[config.mk]
export PLATFORM = sky130hd
export DESIGN_NAME = mandelbrot_escape_time_pixel_unit
export DESIGN_NICKNAME = d
export VERILOG_FILES = /design/src/rtl/metp_pkg.sv /design/src/rtl/metp_csr.sv /design/src/rtl/metp_mul.sv /design/src/rtl/mandelbrot_escape_time_pixel_unit.sv
export SDC_FILE = /design/constraint.sdc
export NUM_CORES = 2
export LEC_CHECK = 0
export ABC_AREA = 1
export BUFFER_PORTS_ARGS = -buffer_cell sky130_fd_sc_hd__buf_2
export CAP_MARGIN = 5
export CORE_MARGIN = 2
export CORE_UTILIZATION = 59
export DETAILED_ROUTE_END_ITERATION = 6
export HOLD_SLACK_MARGIN = 0.03
export MAX_ROUTING_LAYER = met4
export PLACE_DENSITY = 0.83
export SYNTH_ARGS = -nofsm -noshare
export SYNTH_HDL_FRONTEND = slang
export SYNTH_SLANG_ARGS = --single-unit
[constraint.sdc]
create_clock -name clock -period 7.6 [get_ports clock]
set_clock_uncertainty 0.2 [all_clocks]
set_input_delay 0.76 -clock clock [delete_from_list [all_inputs] [get_ports clock]]
set_output_delay 0.76 -clock clock [all_outputs]
set_load 0.005 [all_outputs]
[src/rtl/metp_pkg.sv]
// Shared types, constants and colour ramps for the escape-time pixel unit.
// No dependencies; imported by every module of the block.
package metp_pkg;

   // Fixed field widths
   localparam int C_BITS        = 32;   // Q4.28 input coordinates
   localparam int C_FRAC_BITS   = 28;
   localparam int Z_INT_BITS    = 12;   // integer bits of z
   localparam int ITER_BITS     = 10;
   localparam int RADIUS_BITS   = 8;
   localparam int COLOUR_BITS   = 8;
   localparam int MUL_DIGIT_BITS = 16;  // multiplier digit per cycle

   // Defaults for top-level parameters
   localparam int DEF_COUNT_BITS = 10;
   localparam int DEF_FRAC_BITS  = 28;

   // Register file
   localparam int CSR_DATA_BITS = 32;
   localparam int CSR_ADDR_BITS = 3;
   localparam logic [ITER_BITS-1:0]   MAX_ITER_RESET = 10'd400;
   localparam logic [RADIUS_BITS-1:0] RADIUS_RESET   = 8'd100;
   localparam logic CSR_MAX_ITER = 1'b0;
   localparam logic CSR_RADIUS   = 1'b1;

   // Colour ramp saturation points
   localparam logic [ITER_BITS-1:0] RG_SAT_COUNT   = 10'd24;
   localparam logic [ITER_BITS-1:0] BLUE_SAT_COUNT = 10'd21;
   localparam logic [COLOUR_BITS-1:0] COLOUR_FULL  = 8'd255;

   typedef struct packed {
      logic [ITER_BITS-1:0]   max_iterations;
      logic [RADIUS_BITS-1:0] escape_radius_sq;
   } cfg_type;

   typedef enum logic [2:0] {
      ST_IDLE,
      ST_CHECK,
      ST_MUL_R,
      ST_MUL_I,
      ST_TEST,
      ST_MUL_X,
      ST_UPDATE,
      ST_FINISH
   } state_type;

   // round(255 * (n/24)^3) for n below 24
   function automatic logic [COLOUR_BITS-1:0] rg_ramp(input logic [4:0] n);
      logic [COLOUR_BITS-1:0] v;
      begin
         case (n)
            5'd4:    v = 8'd1;
            5'd5:    v = 8'd2;
            5'd6:    v = 8'd4;
            5'd7:    v = 8'd6;
            5'd8:    v = 8'd9;
            5'd9:    v = 8'd13;
            5'd10:   v = 8'd18;
            5'd11:   v = 8'd25;
            5'd12:   v = 8'd32;
            5'd13:   v = 8'd41;
            5'd14:   v = 8'd51;
            5'd15:   v = 8'd62;
            5'd16:   v = 8'd76;
            5'd17:   v = 8'd91;
            5'd18:   v = 8'd108;
            5'd19:   v = 8'd127;
            5'd20:   v = 8'd148;
            5'd21:   v = 8'd171;
            5'd22:   v = 8'd196;
            5'd23:   v = 8'd224;
            default: v = 8'd0;
         endcase
         return v;
      end
   endfunction

   // round(255 * ln(n) / 3) for n up to 20
   function automatic logic [COLOUR_BITS-1:0] blue_ramp(input logic [4:0] n);
      logic [COLOUR_BITS-1:0] v;
      begin
         case (n)
            5'd2:    v = 8'd59;
            5'd3:    v = 8'd93;
            5'd4:    v = 8'd118;
            5'd5:    v = 8'd137;
            5'd6:    v = 8'd152;
            5'd7:    v = 8'd165;
            5'd8:    v = 8'd177;
            5'd9:    v = 8'd187;
            5'd10:   v = 8'd196;
            5'd11:   v = 8'd204;
            5'd12:   v = 8'd211;
            5'd13:   v = 8'd218;
            5'd14:   v = 8'd224;
            5'd15:   v = 8'd230;
            5'd16:   v = 8'd236;
            5'd17:   v = 8'd241;
            5'd18:   v = 8'd246;
            5'd19:   v = 8'd250;
            5'd20:   v = 8'd255;
            default: v = 8'd0;
         endcase
         return v;
      end
   endfunction

endpackage

[src/rtl/metp_csr.sv]
// Configuration registers (iteration limit, escape radius) behind an APB-style port.
// Depends on metp_pkg.
module metp_csr
   import metp_pkg::*;
(
   input  logic                     clock,
   input  logic                     reset,
   input  logic                     psel,
   input  logic                     penable,
   input  logic                     pwrite,
   input  logic [CSR_ADDR_BITS-1:0] paddr,
   input  logic [CSR_DATA_BITS-1:0] pwdata,
   output logic [CSR_DATA_BITS-1:0] prdata,
   output logic                     pready,
   output cfg_type                  cfg
);

   cfg_type cfg_ff, cfg_in;
   logic    wr_en;
   logic    reg_sel;

   // registers sit on word boundaries; bit 2 picks the register
   assign reg_sel = paddr[2];
   assign wr_en   = psel && penable && pwrite && pready;
   assign pready  = 1'b1;

   always_comb begin
      cfg_in = cfg_ff;
      if (wr_en) begin
         unique case (reg_sel)
            CSR_MAX_ITER: cfg_in.max_iterations   = pwdata[ITER_BITS-1:0];
            CSR_RADIUS:   cfg_in.escape_radius_sq = pwdata[RADIUS_BITS-1:0];
            default:      cfg_in = cfg_ff;
         endcase
      end
   end

   always_comb begin
      unique case (reg_sel)
         CSR_MAX_ITER: prdata = CSR_DATA_BITS'(cfg_ff.max_iterations);
         CSR_RADIUS:   prdata = CSR_DATA_BITS'(cfg_ff.escape_radius_sq);
         default:      prdata = '0;
      endcase
   end

   always_ff @(posedge clock) begin
      if (reset) begin
         cfg_ff.max_iterations   <= MAX_ITER_RESET;
         cfg_ff.escape_radius_sq <= RADIUS_RESET;
      end else begin
         cfg_ff <= cfg_in;
      end
   end

   assign cfg = cfg_ff;

endmodule

[src/rtl/metp_mul.sv]
// Shared digit-serial unsigned multiplier: one MUL_DIGIT_BITS digit of b per cycle.
// Depends on metp_pkg.
module metp_mul
   import metp_pkg::*;
#(
   parameter int A_BITS = DEF_FRAC_BITS + 5,
   parameter int B_BITS = DEF_FRAC_BITS + 4
)
(
   input  logic                     clock,
   input  logic                     reset,
   input  logic                     start,
   input  logic [A_BITS-1:0]        a,
   input  logic [B_BITS-1:0]        b,
   output logic                     done,
   output logic [A_BITS+B_BITS-1:0] prod
);

   localparam int DW   = MUL_DIGIT_BITS;
   localparam int ND   = (B_BITS + DW - 1) / DW;
   localparam int BPW  = ND * DW;
   localparam int ACCW = A_BITS + BPW;
   localparam int CW   = (ND > 1) ? $clog2(ND) : 1;

   logic [A_BITS-1:0] a_ff, a_in;
   logic [BPW-1:0]    b_ff, b_in;
   logic [ACCW-1:0]   acc_ff, acc_in;
   logic [CW-1:0]     cnt_ff, cnt_in;
   logic              busy_ff, busy_in;
   logic              done_ff, done_in;
   logic [DW-1:0]     digit;
   logic [A_BITS+DW-1:0] part;

   assign digit = b_ff[BPW-1 -: DW];
   assign part  = a_ff * digit;

   always_comb begin
      a_in    = a_ff;
      b_in    = b_ff;
      acc_in  = acc_ff;
      cnt_in  = cnt_ff;
      busy_in = busy_ff;
      done_in = 1'b0;
      if (start) begin
         a_in    = a;
         b_in    = BPW'(b) << (BPW - B_BITS);
         acc_in  = '0;
         cnt_in  = '0;
         busy_in = 1'b1;
      end else if (busy_ff) begin
         // most significant digit first: acc = acc*2^DW + a*digit
         acc_in = (acc_ff << DW) + ACCW'(part);
         b_in   = b_ff << DW;
         cnt_in = cnt_ff + CW'(1);
         if (cnt_ff == CW'(ND - 1)) begin
            busy_in = 1'b0;
            done_in = 1'b1;
         end
      end
   end

   always_ff @(posedge clock) begin
      if (reset) begin
         busy_ff <= 1'b0;
         done_ff <= 1'b0;
         cnt_ff  <= '0;
      end else begin
         busy_ff <= busy_in;
         done_ff <= done_in;
         cnt_ff  <= cnt_in;
      end
      a_ff   <= a_in;
      b_ff   <= b_in;
      acc_ff <= acc_in;
   end

   assign done = done_ff;
   // b was padded at the low end, so the product sits at the top of acc
   assign prod = acc_ff[ACCW-1 -: (A_BITS + B_BITS)];

   a_start_idle: assert property (@(posedge clock) disable iff (reset)
      start |-> !busy_ff)
      else $error("multiplier started while busy");

endmodule

[src/rtl/mandelbrot_escape_time_pixel_unit.sv]
// Top level of the escape-time pixel unit: sequencer, z datapath and colour output.
// Depends on metp_pkg, metp_csr and metp_mul.
//
// One point c (signed Q4.28) in, one result out: iteration count, inside flag and
// 8-bit RGB. The unit iterates z = z*z + c from z = 0 on a single shared
// digit-serial multiplier, three products per iteration (zr^2, zi^2, 2*zr*zi).
// The first iteration needs no multiply. req_stall is high from acceptance
// until the result is in the output register; a finished result may wait on
// rsp_stall while the next point is taken. max_iterations and escape_radius_sq
// sit at byte addresses 0 and 4 and may only be written while the unit is idle.
module mandelbrot_escape_time_pixel_unit
   import metp_pkg::*;
#(
   parameter int COUNT_BITS = DEF_COUNT_BITS,
   parameter int FRAC_BITS  = DEF_FRAC_BITS
)
(
   input  logic                     clock,
   input  logic                     reset,
   input  logic                     req_valid,
   output logic                     req_stall,
   input  logic signed [C_BITS-1:0] req_c_real,
   input  logic signed [C_BITS-1:0] req_c_imag,
   output logic                     rsp_valid,
   input  logic                     rsp_stall,
   output logic [ITER_BITS-1:0]     rsp_iter_count,
   output logic                     rsp_inside_res,
   output logic [COLOUR_BITS-1:0]   rsp_red,
   output logic [COLOUR_BITS-1:0]   rsp_green,
   output logic [COLOUR_BITS-1:0]   rsp_blue,
   input  logic                     psel,
   input  logic                     penable,
   input  logic                     pwrite,
   input  logic [CSR_ADDR_BITS-1:0] paddr,
   input  logic [CSR_DATA_BITS-1:0] pwdata,
   output logic [CSR_DATA_BITS-1:0] prdata,
   output logic                     pready
);

   localparam int ZW  = FRAC_BITS + Z_INT_BITS;  // z storage
   localparam int BW  = FRAC_BITS + 4;           // |z| below 16
   localparam int AW  = BW + 1;                  // room for 2*|zr|
   localparam int PW  = AW + BW;
   localparam int SW  = PW - FRAC_BITS;          // truncated product
   localparam int PAD = ZW - SW;
   localparam int LW  = (COUNT_BITS > ITER_BITS) ? COUNT_BITS : ITER_BITS;
   localparam int UP  = (FRAC_BITS >= C_FRAC_BITS) ? FRAC_BITS - C_FRAC_BITS : 0;
   localparam int DN  = (FRAC_BITS <  C_FRAC_BITS) ? C_FRAC_BITS - FRAC_BITS : 0;
   localparam logic [LW-1:0] COUNT_CAP = LW'((64'd1 << COUNT_BITS) - 64'd1);

   cfg_type cfg;

   state_type state_ff, state_in;

   logic signed [ZW-1:0]     cr_ff, cr_in, ci_ff, ci_in;
   logic signed [ZW-1:0]     zr_ff, zr_in, zi_ff, zi_in;
   logic [SW-1:0]            sr_ff, sr_in, si_ff, si_in, xm_ff, xm_in;
   logic [COUNT_BITS-1:0]    n_ff, n_in;

   logic                     rsp_valid_ff, rsp_valid_in;
   logic [ITER_BITS-1:0]     rsp_count_ff, rsp_count_in;
   logic                     rsp_inside_ff, rsp_inside_in;
   logic [COLOUR_BITS-1:0]   rsp_rg_ff, rsp_rg_in, rsp_b_ff, rsp_b_in;

   logic                     accept;
   logic                     rsp_load;
   logic signed [63:0]       cr_wide, ci_wide;
   logic [ZW-1:0]            zr_abs, zi_abs;
   logic                     big;
   logic [LW-1:0]            n_ext, limit;
   logic                     n_reach;
   logic [SW:0]              sq_sum, esc_bound;
   logic                     esc;
   logic                     x_neg;
   logic signed [ZW-1:0]     xs;

   logic                     mul_start, mul_done;
   logic [AW-1:0]            mul_a;
   logic [BW-1:0]            mul_b;
   logic [PW-1:0]            mul_prod;

   metp_csr u_csr (
      .clock   (clock),
      .reset   (reset),
      .psel    (psel),
      .penable (penable),
      .pwrite  (pwrite),
      .paddr   (paddr),
      .pwdata  (pwdata),
      .prdata  (prdata),
      .pready  (pready),
      .cfg     (cfg)
   );

   metp_mul #(
      .A_BITS (AW),
      .B_BITS (BW)
   ) u_mul (
      .clock (clock),
      .reset (reset),
      .start (mul_start),
      .a     (mul_a),
      .b     (mul_b),
      .done  (mul_done),
      .prod  (mul_prod)
   );

   assign accept = req_valid && !req_stall;

   // c to Q12.FRAC_BITS; the right shift is a floor when FRAC_BITS < 28
   assign cr_wide = (64'(req_c_real) <<< UP) >>> DN;
   assign ci_wide = (64'(req_c_imag) <<< UP) >>> DN;

   assign zr_abs = zr_ff[ZW-1] ? ZW'(-zr_ff) : ZW'(zr_ff);
   assign zi_abs = zi_ff[ZW-1] ? ZW'(-zi_ff) : ZW'(zi_ff);
   assign big    = (|zr_abs[ZW-1:BW]) || (|zi_abs[ZW-1:BW]);

   assign n_ext   = LW'(n_ff);
   assign limit   = (LW'(cfg.max_iterations) > COUNT_CAP) ? COUNT_CAP
                                                          : LW'(cfg.max_iterations);
   assign n_reach = n_ext >= limit;

   assign sq_sum    = (SW+1)'(sr_ff) + (SW+1)'(si_ff);
   assign esc_bound = (SW+1)'({cfg.escape_radius_sq, {FRAC_BITS{1'b0}}});
   assign esc       = sq_sum >= esc_bound;

   assign x_neg = zr_ff[ZW-1] ^ zi_ff[ZW-1];
   assign xs    = $signed({{PAD{1'b0}}, xm_ff});

   // next state
   always_comb begin
      state_in = state_ff;
      unique case (state_ff)
         ST_IDLE:   if (req_valid) state_in = ST_CHECK;
         ST_CHECK:  state_in = (big || n_reach) ? ST_FINISH : ST_MUL_R;
         ST_MUL_R:  if (mul_done) state_in = ST_MUL_I;
         ST_MUL_I:  if (mul_done) state_in = ST_TEST;
         ST_TEST:   state_in = esc ? ST_FINISH : ST_MUL_X;
         ST_MUL_X:  if (mul_done) state_in = ST_UPDATE;
         ST_UPDATE: state_in = ST_CHECK;
         ST_FINISH: if (!rsp_valid_ff || !rsp_stall) state_in = ST_IDLE;
         default:   state_in = ST_IDLE;
      endcase
   end

   // sequencer outputs: multiplier operands and handshakes
   always_comb begin
      mul_start = 1'b0;
      mul_a     = '0;
      mul_b     = '0;
      req_stall = 1'b1;
      rsp_load  = 1'b0;
      unique case (state_ff)
         ST_IDLE: begin
            req_stall = 1'b0;
         end
         ST_CHECK: begin
            mul_start = !big && !n_reach;
            mul_a     = {1'b0, zr_abs[BW-1:0]};
            mul_b     = zr_abs[BW-1:0];
         end
         ST_MUL_R: begin
            mul_start = mul_done;
            mul_a     = {1'b0, zi_abs[BW-1:0]};
            mul_b     = zi_abs[BW-1:0];
         end
         ST_TEST: begin
            mul_start = !esc;
            mul_a     = {zr_abs[BW-1:0], 1'b0};
            mul_b     = zi_abs[BW-1:0];
         end
         ST_FINISH: begin
            rsp_load = !rsp_valid_ff || !rsp_stall;
         end
         default: begin
            mul_start = 1'b0;
         end
      endcase
   end

   // z datapath; with |z| below 16 before each step the new z stays well
   // inside Q12, so no saturation is ever reached
   always_comb begin
      cr_in = cr_ff;
      ci_in = ci_ff;
      zr_in = zr_ff;
      zi_in = zi_ff;
      sr_in = sr_ff;
      si_in = si_ff;
      xm_in = xm_ff;
      n_in  = n_ff;
      if (accept) begin
         // first step from z = 0 is just z = c
         cr_in = ZW'(cr_wide);
         ci_in = ZW'(ci_wide);
         zr_in = ZW'(cr_wide);
         zi_in = ZW'(ci_wide);
         n_in  = COUNT_BITS'(1);
      end
      if (mul_done && state_ff == ST_MUL_R) sr_in = mul_prod[PW-1:FRAC_BITS];
      if (mul_done && state_ff == ST_MUL_I) si_in = mul_prod[PW-1:FRAC_BITS];
      if (mul_done && state_ff == ST_MUL_X) xm_in = mul_prod[PW-1:FRAC_BITS];
      if (state_ff == ST_UPDATE) begin
         zr_in = $signed({{PAD{1'b0}}, sr_ff}) - $signed({{PAD{1'b0}}, si_ff}) + cr_ff;
         zi_in = (x_neg ? -xs : xs) + ci_ff;
         n_in  = n_ff + COUNT_BITS'(1);
      end
   end

   // result register
   always_comb begin
      rsp_valid_in  = rsp_valid_ff;
      rsp_count_in  = rsp_count_ff;
      rsp_inside_in = rsp_inside_ff;
      rsp_rg_in     = rsp_rg_ff;
      rsp_b_in      = rsp_b_ff;
      if (rsp_valid_ff && !rsp_stall) rsp_valid_in = 1'b0;
      if (rsp_load) begin
         rsp_valid_in  = 1'b1;
         rsp_count_in  = ITER_BITS'(n_ext);
         rsp_inside_in = n_reach;
         rsp_rg_in     = '0;
         rsp_b_in      = '0;
         if (!n_reach) begin
            rsp_rg_in = (n_ext >= LW'(RG_SAT_COUNT)) ? COLOUR_FULL : rg_ramp(n_ext[4:0]);
            rsp_b_in  = (n_ext >= LW'(BLUE_SAT_COUNT)) ? COLOUR_FULL
                                                       : blue_ramp(n_ext[4:0]);
         end
      end
   end

   always_ff @(posedge clock) begin
      if (reset) begin
         state_ff     <= ST_IDLE;
         rsp_valid_ff <= 1'b0;
      end else begin
         state_ff     <= state_in;
         rsp_valid_ff <= rsp_valid_in;
      end
      cr_ff         <= cr_in;
      ci_ff         <= ci_in;
      zr_ff         <= zr_in;
      zi_ff         <= zi_in;
      sr_ff         <= sr_in;
      si_ff         <= si_in;
      xm_ff         <= xm_in;
      n_ff          <= n_in;
      rsp_count_ff  <= rsp_count_in;
      rsp_inside_ff <= rsp_inside_in;
      rsp_rg_ff     <= rsp_rg_in;
      rsp_b_ff      <= rsp_b_in;
   end

   assign rsp_valid      = rsp_valid_ff;
   assign rsp_iter_count = rsp_count_ff;
   assign rsp_inside_res = rsp_inside_ff;
   assign rsp_red        = rsp_rg_ff;
   assign rsp_green      = rsp_rg_ff;
   assign rsp_blue       = rsp_b_ff;

   a_accept_starts: assert property (@(posedge clock) disable iff (reset)
      accept |=> (state_ff == ST_CHECK && n_ff == COUNT_BITS'(1)))
      else $error("accepted item did not start at count one");

   a_done_when_waiting: assert property (@(posedge clock) disable iff (reset)
      mul_done |-> (state_ff == ST_MUL_R || state_ff == ST_MUL_I ||
                    state_ff == ST_MUL_X))
      else $error("multiplier finished outside a wait state");

   a_count_in_range: assert property (@(posedge clock) disable iff (reset)
      (state_ff != ST_IDLE) |-> (n_ff != '0 && n_ext <= COUNT_CAP))
      else $error("iteration count out of range");

   a_inside_black: assert property (@(posedge clock) disable iff (reset)
      (rsp_valid_ff && rsp_inside_ff) |-> (rsp_rg_ff == '0 && rsp_b_ff == '0))
      else $error("inside point carries colour");

endmodule
# ---- Yosys cells after proc, flatten, opt, wreduce, memory -nomap -nowiden
# Memory sizes are Yosys's and may differ from the RTL's. A register that Yosys moved wholly into a read port is not among the register bits.
# Index checks and enable logic that the tools add are counted.
dict set report totals {
  rom_bits 512
  inputBits 106
  word_cells 119
  mem_count 2
  reg_bits 447
}
dict set report op_classes {
  addsub 10
  bitwise 3
  n_eq_ne 12
  n_mul 1
  muxes 36
  magnitude_cmp 5
  n_reduce_logical 28
}
# memory words word_bits rd rd_clocked_by_memory_dff write_ports line_no
set memory_table {}
lappend memory_table {{(name not given)} 32 8 1 1 0 metp_pkg.sv:51} ;# case (n)
lappend memory_table {{(name not given)} 32 8 1 1 0 metp_pkg.sv:82} ;# case (n)
# operator count
set ops {}
lappend ops {{$mux 40} 7}
lappend ops {{$pmux 32 s2} 2}
lappend ops {{$pmux 33 s3} 1}
lappend ops {{$neg 40->40} 2}
lappend ops {{$add 65x49->65} 1}
lappend ops {{$mux 32} 2}
lappend ops {{$mul 33x16->49} 1}
lappend ops {{$add 40x32->40} 1}
lappend ops {{$neg 37->40} 1}
lappend ops {{$add 38x32->39} 1}
lappend ops {{$add 37x37->38} 1}
lappend ops {{$ge 38x36->1} 1}
lappend ops {{$sub 37x37->38} 1}
lappend ops {{$mux 10} 3}
lappend ops {{$pmux 3 s8} 1}
lappend ops {{$ge 10x5->1 const B} 2}
lappend ops {{$mux 3} 6}
lappend ops {{$mux 8} 2}
lappend ops {{$reduce_or 8->1} 2}
lappend ops {{$eq 3x3->1 const B} 4}
lappend ops {{$add 10x1->10 const B} 1}
lappend ops {{$ge 10x10->1} 1}
lappend ops {{$gt 10x10->1 const B} 1}
lappend ops {{$mux 5} 2}
lappend ops {{other kinds (19)} 48}

# ---- Longest topological paths before layout
dict set report depth {
  ltp_word 8
  ltp_mapped 31
  mapped_depth_nobuf 29
}

# ---- Cells and area by module
# A second synthesis with hierarchy kept.
dict set report unflattened {
  cells_unflattened 7014
  area_unflattened_um2 51521.9
}
# mod n_inst cells_per_inst area_per_inst_um2
set modules_own_cells {}
lappend modules_own_cells {metp_mul 1 3594 25700.9}
lappend modules_own_cells {mandelbrot_escape_time_pixel_unit 1 3259 24766.3}
lappend modules_own_cells {metp_csr 1 161 1054.8}

# ---- Worst setup path after synthesis
# Ideal clock, no wire load.
dict set report synth_path {
  path_type {input to register}
  from {input req_valid}
  to {register with a tool-made name}
  arrival_ns 7.435
  cell_stages 10
  required_ns 7.294
  path_slack_ns -0.141
  cell_sequence {inv_1 -> nor2_1 -> inv_1 -> nand2_1 -> o22ai_1 -> inv_1 -> ha_1 -> nor2_1 -> or3_1 -> o311ai_0}
}
# item line_no
set synth_lines {}
lappend synth_lines {{start, declared} mandelbrot_escape_time_pixel_unit.sv:20} ;# input logic req_valid,

# ---- Worst setup path after layout
dict set report layout_path {
  from {register u_mul.b_ff[22]}
  to {register u_mul.acc_ff[61] (netlist: u_mul.prod[61])}
}
dict set report layout_via {
  elab_chain_cells 2
}
# item line_no
set layout_lines {}
lappend layout_lines {{start, declared} metp_mul.sv:26} ;# logic [BPW-1:0] b_ff, b_in;
lappend layout_lines {{start signal, assigned} metp_mul.sv:73} ;# b_ff <= b_in;
lappend layout_lines {{$mul 33x16->49} metp_mul.sv:35} ;# assign part = a_ff * digit;
lappend layout_lines {{$add 65x49->65} metp_mul.sv:52} ;# acc_in = (acc_ff << DW) + ACCW'(part);
lappend layout_lines {{end signal, assigned} metp_mul.sv:74} ;# acc_ff <= acc_in;
lappend layout_lines {{end, declared} metp_mul.sv:27} ;# logic [ACCW-1:0] acc_ff, acc_in;
# Every way passes these cells.
# A chain may end at the register's enable or synchronous reset.

==> results.md <==
- Status: finished with violations
- Failing checks: DRC
- Power Density: approximately 400 mW/mm2
- P&R area growth vs syn: 6.35%
- Synth cell count leaders: 1597 x nand2_1, 1319 x inv_1, 469 x fa_1
- CTS hold repair buffers: 0
- Design area: approximately 0.053 mm2
- Root Driver: clkbuf_16
- Core Rows: 106
- Final Max Tran Viols: 0
- Cell Area, Synth: 0.0498 mm2
- Die span in y: roughly 290 um
- Dpl hpwl: 122000 um
- IO buf count: approximately 130
- Worst setup SP type: flip-flop
- Worst setup path startpoint: u_mul.b_ff[22]
- Gpl congestion: approximately 1.0
- Layout cell share with drive strength beyond 1: 0.0731
- # DRC: 2
- R2r endpoint: u_mul.prod[61]
- Worst Tran Pin Value: 1200 ps
- Avg Vias per Cell: 5.70
- Gate Count Post-Synth: approximately 6500
- Most used DFF post-synth: edfxtp_1
- Worst r2r src: u_mul.b_ff[22]
- Hold Crit Start: req_c_real[15]
- First-pass GRT wire length: 236000 um
- CTS Sinks: about 460
- Area contributors post-synth: edfxtp_1 21%, fa_1 19%, nand2_1 12%, inv_1 9.9%, ha_1 8.1%
- Setup TNS: 0 ps
- Largest delay share family, worst path: adder cells
- Switching power: ~11000 uW
- Req. time, crit path: between 7000 and 8000 ps
- Largest net degree at the start of global routing: 90
- # placed instances: about 7500
- Die width: between 200 and 300 um
- Post-Route WL: about 150000 um
- Post_cts resized: 0
- RSZ-0062 raised after global routing: false
- Crit path buffers/inverters: 7
- DRT antenna net count: 0
- Congestion Overflow GR: 0
- Crit path max-delay cell type: edfxtp_1
- All-layer global routing usage: 0.364
- Starting Density: 0.596
- Ys Warns: 0
- Core area: 0.0836 mm2
- Die Footprint: a little under 0.09 mm2
- Leak: 0.0263 uW
- Hold Path End: cr_ff[15]
- Initial antenna violation count: 2
- Hold path depth: 1
- Nets: between 7000 and 8000
- CP Capture Type: flip-flop
- FF+latch count, synth: 462
- Relative slew slack: 0.199
- Hold Path Class: in2reg
- Final setup violation count: 0
- CTS Buf Count: 53
- Fraction of registers with async set/reset: 0
- R2r setup slk: 310 ps
- Vias: 43300
- Post-synth EDFFs: ~360
- Total iterations of the first detailed-routing run: 7
- Num ports: 176
- Slowest stage delay, CP: 1140 ps
- R2r worst-path depth: 25
- Setup Buffers After CTS: 0
- CTS Buffer Depth: 3
- Vias in the first global route: 42500
- DRT iter0 DRCs: 4307
- P_int: around 9700 uW
- Multi-input gate area: roughly 0.031 mm2
- Max cap viols: 0
- CTS clk-pin slew, worst paths: 60 ps
- FF+latch area: 0.0128 mm2
- Worst Path Max Fanout: 25
- Maximum vdd drop: 0.466 mV
- Setup Crit Path Kind: reg2reg
- Placed instance area: 0.0511 mm2
- Unique masters post-synth: between 60 and 70
- Fin crit period: around 7300 ps
- Post-synth top area share: 0.215
- Register area share after synthesis: 0.257
- Critical Path AT: 7660 ps
- Post-synthesis area per instance: 7.70 um2
- CTS tree: done
- Fin. Hold Viols: 0
- WL/cell: 20.0 um
- Final Cycle Share: 0.959
- Power share of the clock group: 0.128
- Most numerous cell in the Yosys netlist: nand2_1
- Clock latency at the later pin of the worst-skew pair: 640 ps
- Finished Layout Cells: 7583
- Fillers: 7278
- F_max: roughly 0.14 GHz
- H-Tree Depth: 2
- Comb pwr share: 0.686
- Sw frac: 0.539
- Seq pwr share: 0.186
- Cell accounting for the most synthesized area: edfxtp_1
## power by group through the flow
stage	Sequential, uW	Clock [uW]	Combinational [uW]
after floorplan	3600	0	10100
after global placement	3900	0	13700
after detailed placement	3910	0	14000
after CTS	3860	2710	14100
after global routing	3910	2800	16100
final	3890	2690	14400
## layout make-up
cell class / count / area share
diodes: 1 / 0.0000473
inverters: 1358 / 0.0963
multi-input cells: 4401 / 0.580
clock inverters: 29 / 0.00496
flip-flops and latches: 462 / 0.242
well taps: 1080 / 0.0255
clock buffers: 69 / 0.0295
repair buffers: 183 / 0.0211
## how the worst max path moves through the flow
stage	end	slack [ps]	cells past startpoint
after floorplan	flip-flop	970	10
after global placement	u_mul.prod[54]	590	24
after detailed placement	u_mul.prod[54]	540	22
after CTS	u_mul.prod[61]	490	25
after global routing	u_mul.prod[59]	70	27
final	u_mul.prod[61]	310	25
## stage by stage
step	utilization	hold slack, ps	power [uW]	worst slack (ps)
2_1_floorplan	-	241	13700	966
5_1_grt	0.633	95.4	22800	67.3
6_report	0.633	103	20900	310
3_3_place_gp	0.612	254	17600	593
4_1_cts	0.633	78.4	20700	489
3_5_place_dp	0.612	260	17900	542
## routing by layer
metal | up-vias | track usage | share of wire
met5 | - | - | 0
li1 | 20000 | - | -
met1 | 20700 | 0.467 | 0.40
met4 | 0 | 0.158 | 0.049
met2 | 2081 | 0.573 | 0.46
met3 | 420 | 0.0596 | 0.091
## placed cells by master (no fill, tap or decap), drive strengths merged, types with 69 or more instances in the layout
cell type / count
fa: 469
dfxtp: 106
xor2: 165
inv: 1355
a21oi: 381
nand2: 1602
nor2: 487
clkbuf: 69
buf: 183
o21ai: 307
ha: 322
edfxtp: 356
nand3: 227
## flip-flops by register name, indices dropped and copies added, names as in the netlist, 10 cells and up, named ones only
| register | count |
|---|---|
| ci_ff | 32 |
| cr_ff | 32 |
| n_ext | 10 |
| rsp_iter_count | 10 |
| si_ff | 37 |
| sr_ff | 37 |
| u_csr.cfg | 18 |
| u_mul.a_ff | 33 |
| u_mul.b_ff | 32 |
| u_mul.prod | 65 |
| xm_ff | 37 |
| zi_ff | 40 |
| zr_ff | 39 |
## logic make-up after synthesis
kind of cell | synth area share
simple gates | 0.206
other cells | 0.000151
flops | 0.257
buf+inv | 0.128
compound gates | 0.102
xor+xnor | 0.0364
fa+ha+maj | 0.270
## worst reg2reg max path, delay by kind of cell (launching register included)
family / cells / cell delay, ps
adders and majority gates: 7 / 3300
buffers and inverters: 7 / 750
DFF: 1 / 1140
and+or+nand+nor: 8 / 1360
AOI/OAI and AO/OA: 2 / 320
xor gates and xnor gates: 1 / 180
(Power assumes the default switching activity.)
